--- src/hdl/vdolly_pkg.sv ---
// ---------------------------------------------------------------------------
// vdolly_pkg
// Shared types and constants for the view point dolly step pipeline.
// ---------------------------------------------------------------------------
package vdolly_pkg;

  localparam int COORD_W  = 32;             // Q19.12 coordinate
  localparam int DELTA_W  = COORD_W + 1;    // exact target - eye
  localparam int RAD_W    = 64;             // sum of two squares
  localparam int ROOT_W   = RAD_W / 2;
  localparam int LEAD_D_W = ROOT_W;         // lead divide: divisor is the root
  localparam int LEAD_Q_W = 32;
  localparam int FOL_D_W  = DELTA_W;        // follower divide: divisor is |lead delta|
  localparam int FOL_Q_W  = 35;
  localparam int MOVE_W   = 36;             // signed move, holds +/- 2^34
  localparam logic [MOVE_W-1:0] FOL_CLAMP = MOVE_W'(64'h4_0000_0000);

  typedef enum logic [1:0] {
    AXIS_X,
    AXIS_Y,
    AXIS_Z
  } axis_t;

  typedef struct packed {
    logic signed [COORD_W-1:0] eye_x;
    logic signed [COORD_W-1:0] eye_y;
    logic signed [COORD_W-1:0] eye_z;
    logic signed [COORD_W-1:0] tgt_x;
    logic signed [COORD_W-1:0] tgt_y;
    logic signed [COORD_W-1:0] tgt_z;
    logic                      both;
    logic                      moved;
    axis_t                     lead;
    logic                      use_step;
    logic signed [COORD_W-1:0] step;
    logic signed [DELTA_W-1:0] da;    // lead delta
    logic signed [DELTA_W-1:0] df0;   // lower follower delta
    logic signed [DELTA_W-1:0] df1;   // upper follower delta
  } base_t;

  typedef struct packed {
    base_t       b;
    logic [62:0] prod;   // |step| * |a|
  } sq_side_t;

  typedef struct packed {
    base_t b;
    logic  rz;           // root was zero
  } lead_side_t;

  typedef struct packed {
    base_t                     b;
    logic signed [DELTA_W-1:0] m;
    logic                      sf0;
    logic                      sf1;
    logic                      ovf0;
  } fol_side_t;

  typedef struct packed {
    logic signed [COORD_W-1:0] eye_x;
    logic signed [COORD_W-1:0] eye_y;
    logic signed [COORD_W-1:0] eye_z;
    logic signed [COORD_W-1:0] tgt_x;
    logic signed [COORD_W-1:0] tgt_y;
    logic signed [COORD_W-1:0] tgt_z;
    logic                      moved;
  } result_t;

endpackage

--- src/hdl/vdolly_div.sv ---
// ---------------------------------------------------------------------------
// vdolly_div
// Pipelined restoring divider, one quotient bit per stage, with side payload.
// The starting remainder must be below the divisor.
// ---------------------------------------------------------------------------
module vdolly_div #(
  parameter int DW = vdolly_pkg::LEAD_D_W,
  parameter int QW = vdolly_pkg::LEAD_Q_W,
  parameter int SW = 1
) (
  input  logic          clk,
  input  logic          rst_n,
  input  logic          en,
  input  logic          in_vld,
  input  logic [DW-1:0] in_rem,
  input  logic [QW-1:0] in_num,
  input  logic [DW-1:0] in_div,
  input  logic [SW-1:0] in_side,
  output logic          out_vld,
  output logic [QW-1:0] out_q,
  output logic [SW-1:0] out_side
);
  import vdolly_pkg::*;

  logic [DW-1:0] rem_r  [QW];
  logic [QW-1:0] num_r  [QW];
  logic [DW-1:0] div_r  [QW];
  logic [QW-1:0] q_r    [QW];
  logic [SW-1:0] side_r [QW];
  logic          v_r    [QW];

  for (genvar g = 0; g < QW; g++) begin : g_stage
    logic [DW-1:0] rem_in;
    logic [QW-1:0] num_in;
    logic [DW-1:0] div_in;
    logic [QW-1:0] q_in;
    logic [SW-1:0] side_in;
    logic          v_in;
    logic [DW:0]   t;
    logic [DW:0]   diff;
    logic          ge;

    if (g == 0) begin : g_first
      assign rem_in  = in_rem;
      assign num_in  = in_num;
      assign div_in  = in_div;
      assign q_in    = '0;
      assign side_in = in_side;
      assign v_in    = in_vld;
    end else begin : g_next
      assign rem_in  = rem_r[g-1];
      assign num_in  = num_r[g-1];
      assign div_in  = div_r[g-1];
      assign q_in    = q_r[g-1];
      assign side_in = side_r[g-1];
      assign v_in    = v_r[g-1];
    end

    always_comb begin
      t    = {rem_in, num_in[QW-1]};
      diff = t - {1'b0, div_in};
      ge   = (t >= {1'b0, div_in});
    end

    always_ff @(posedge clk) begin
      if (!rst_n) begin
        v_r[g] <= 1'b0;
      end else if (en) begin
        v_r[g] <= v_in;
      end
    end

    always_ff @(posedge clk) begin
      if (en) begin
        rem_r[g]  <= ge ? diff[DW-1:0] : t[DW-1:0];
        num_r[g]  <= {num_in[QW-2:0], 1'b0};
        div_r[g]  <= div_in;
        q_r[g]    <= {q_in[QW-2:0], ge};
        side_r[g] <= side_in;
      end
    end
  end

  assign out_vld  = v_r[QW-1];
  assign out_q    = q_r[QW-1];
  assign out_side = side_r[QW-1];

endmodule

--- config.mk ---
export PLATFORM = sky130hd
export DESIGN_NAME = vdolly_div
export DESIGN_NICKNAME = d
export VERILOG_FILES = /design/src/hdl/vdolly_pkg.sv /design/src/hdl/vdolly_div.sv
export SDC_FILE = /design/constraint.sdc
export NUM_CORES = 2
export LEC_CHECK = 0
export BUFFER_PORTS_ARGS = -buffer_cell sky130_fd_sc_hd__buf_4
export CORE_ASPECT_RATIO = 0.9
export CORE_MARGIN = 2
export CORE_UTILIZATION = 50
export DETAILED_ROUTE_END_ITERATION = 8
export PLACE_DENSITY_LB_ADDON = 0.08
export SLEW_MARGIN = 20
export SYNTH_ARGS = -nofsm -noshare
export SYNTH_HDL_FRONTEND = slang
export SYNTH_MEMORY_MAX_BITS = 65536
export SYNTH_SLANG_ARGS = --single-unit
export TNS_END_PERCENT = 1
--- constraint.sdc ---
create_clock -name clk -period 3.5 [get_ports clk]
set_input_delay 0.7 -clock clk [delete_from_list [all_inputs] [get_ports clk]]
set_output_delay 0.7 -clock clk [all_outputs]
set_load 0.03 [all_outputs]
==> flow_summary.json <==
{
  "fillCellCount": 24774,
  "hold_depth": 2,
  "die-area_um2": 317800,
  "wl_per_cell_um": 20.22,
  "synth_nets": 13952,
  "reg2reg_depth": 13,
  "async_flop_share_pct": 0,
  "drive_gt1_share_pct": 20.16,
  "status": "finished with violations",
  "utilization_pct": 60.54,
  "wl_met2_um": 185900,
  "globalRoute.totalOverflow": 0,
  "hold_path_class": "in -> reg",
  "synth_ff_type": "edfxtp_1",
  "layout_commonest_cell": "edfxtp_1",
  "syn_area_per_cell_um2": 12.24,
  "vdd_drop_max_v": 0.0006568,
  "grt_setup_unrepaired": "yes",
  "port_buffers": 134,
  "final_area_um2": 188200,
  "die_y_um": 535.0,
  "fin_cells": 18937,
  "finClkSkew_ns": 0.05083,
  "yosysTopAreaCell": "edfxtp_1",
  "grt_max_degree": 108,
  "cts_inserted_buffers": 326,
  "report.final.setup_viol": 124,
  "syn_inst": 12796,
  "drv_cap": 0,
  "hold_slack_ns": 0.08704,
  "finalMaxSlewViolations": 0,
  "gp_congestion": 0.9295,
  "cts_tree": "yes",
  "root_buffer": "clkbuf_16",
  "p_leak_nw": 77.82,
  "clkTransAtPathRegs_ns": 0.06,
  "finalHoldViolations": 0,
  "wl_met1_um": 172000,
  "p_per_area_nw_per_um2": 947.6,
  "seq_area_um2": 92240,
  "path_class": "reg -> reg",
  "via_per_inst": 5.468,
  "start_kind": "flop",
  "layout_common_cells": "3071 x edfxtp_1, 1544 x buf_4, 1269 x inv_1",
  "h-tree-depth": 5,
  "dpl.cell_count": 18265,
  "yosysSeqAreaShare_pct": 58.88,
  "antenna_found_initial": 14,
  "drt_iter0_drc": 8399,
  "failed_checks": "negative setup slack",
  "relSlewSlack_pct": 40.26,
  "cts_buffer_depth": 4,
  "synth_edf_count": 3071,
  "row_count": 194,
  "cts.sinks": 3072,
  "first_pass_iters": 7,
  "clkLatencyLatePin_ns": 0.94,
  "synth_area_um2": 156700,
  "synth-seq-cells": 3072,
  "max_freq_mhz": 262.2,
  "wl_met3_um": 15960,
  "routed.top_layer": "met4",
  "cp-end-kind": "flop",
  "wl_um": 382900,
  "gr-usage-all-layers_pct": 23.63,
  "worstMarginPinSlew_ns": 0.8735,
  "drc": 0,
  "area_growth_pct": 20.17,
  "arrival_ns": 4.48,
  "synth_warnings": 0,
  "ant_nets": 0,
  "num_vias": 103543,
  "synthTopCellsByArea": "edfxtp_1 59%, ha_1 8.2%, a21oi_1 3.2%, inv_1 3.1%, xnor2_1 2.8%",
  "place_area_um2": 174300,
  "dp_hpwl_um": 289100,
  "required_ns": 4.17,
  "min_period_ns": 3.814,
  "critPathMaxFanout": 16,
  "grt_pass1_vias": 102423,
  "yosysTopAreaCellShare_pct": 58.87,
  "fin_ws_ns": -0.3138,
  "yosysUniqueCellTypes": 105,
  "multiInputGateArea_um2": 60660,
  "period_share_pct": 109.0,
  "core_area_um2": 310900,
  "ioPinCount": 135,
  "grt_pass1_wl_um": 590600,
  "start_util_pct": 50.38,
  "die_w_um": 594.0,
  "nets": 15703
}
-- area by class of cell --
type / count / share of cell area, %
sequential: 3072 / 49.00
multi-input combinational: 8147 / 32.22
timing repair buffer: 1719 / 7.612
clock buffer: 371 / 4.457
tap: 4116 / 2.736
inverter: 1281 / 2.554
clock inverter: 230 / 1.417
antenna: 1 / 0.001329
-- metrics by stage --
stage               total power [W]  TNS, ns  worst slack (ns)
global route                 0.1900   -59.19           -0.4262
finish                       0.1784   -22.12           -0.3138
global placement             0.1381   -98.50           -0.4236
floorplan                    0.1092   -8.364          -0.09882
detailed placement           0.1392  -115.93           -0.4704
CTS                          0.1773   -25.51           -0.3141
-- metal layers --
metal  track usage (%)  vias to the layer above
li1                  -                    50735
met1             32.60                    49999
met2             40.28                     2285
met3             2.310                      524
met4             5.833                        0
met5                 0                        -
-- Yosys cell counts (39+ instances only) --
| master | n |
|---|---|
| mux2_2 | 387 |
| ha_1 | 1024 |
| o21ai_0 | 797 |
| nand3_1 | 206 |
| and2_1 | 39 |
| xnor2_1 | 506 |
| nor4_1 | 43 |
| a31oi_1 | 112 |
| inv_1 | 1280 |
| o21ai_1 | 39 |
| edfxtp_1 | 3071 |
| nand4_1 | 148 |
| a21o_1 | 520 |
| buf_2 | 48 |
| a21oi_1 | 1006 |
| and3_1 | 105 |
| o31ai_1 | 51 |
| nor2b_1 | 156 |
| nand2b_1 | 131 |
| o21a_1 | 113 |
| a211oi_1 | 79 |
| nand2_1 | 844 |
| o21bai_1 | 121 |
| clkbuf_1 | 226 |
| o211ai_1 | 48 |
| nor3_1 | 101 |
| nor2_1 | 619 |
| xor2_1 | 353 |
-- power breakdown --
| part | switching, W | internal (W) |
|---|---|---|
| clock network | 0.0148 | 0.0208 |
| registers | 0.00585 | 0.0530 |
| logic | 0.0436 | 0.0403 |
| total | 0.0643 | 0.114 |
-- worst max-delay path: stages (launching register included) --
cell,delay [ns]
edfxtp_1,0.39
ha_1,0.33
nor2b_1,0.15
o31a_1,0.30
o41a_1,0.37
or4b_4,0.53
a311oi_4,0.26
o31a_2,0.19
o21a_2,0.13
o21ai_1,0.07
a21oi_2,0.22
o211ai_4,0.12
buf_12,0.19
mux2_4,0.31
-- final timing paths --
| kind | slack (ns) | to | startpoint |
|---|---|---|---|
| worst max register to register | -0.31 | rem_r[5][6] | rem_r[4][32] |
| worst max-delay path | -0.31 | rem_r[5][6] | rem_r[4][32] |
| worst min register to register | 0.38 | num_r[3][14] | num_r[2][13] |
| worst min-delay path | 0.09 | div_r[0][10] | in_div[10] |
-- kinds of logic after synthesis --
group	count (synthesis)	share of synthesized area (%)
AO/OA/AOI/OAI	3247	12.92
adder cells (fa/ha/maj)	1055	8.575
multiplexers	461	3.351
AND/OR/NAND/NOR	2525	7.617
buffers and inverters	1577	3.854
flip-flops	3072	58.88
XOR/XNOR	859	4.803
-- timing repair --
action                                  in CTS  in global routing
hold buffers                                55                  0
endpoints found under the hold margin       55                  0
endpoints found under the setup margin     811                938
gates cloned                                 3                  1
gates resized for setup                    209                379
buffers inserted                             8                  5
pin swaps                                   52                 79
-- flip-flops by register name, indices dropped and copies added, names as in the netlist --
name	cells
div_r	992
side_r	32
rem_r	992
q_r	528
v_r	32
num_r	496
No activity file was read; power rests on OpenSTA's default activity.
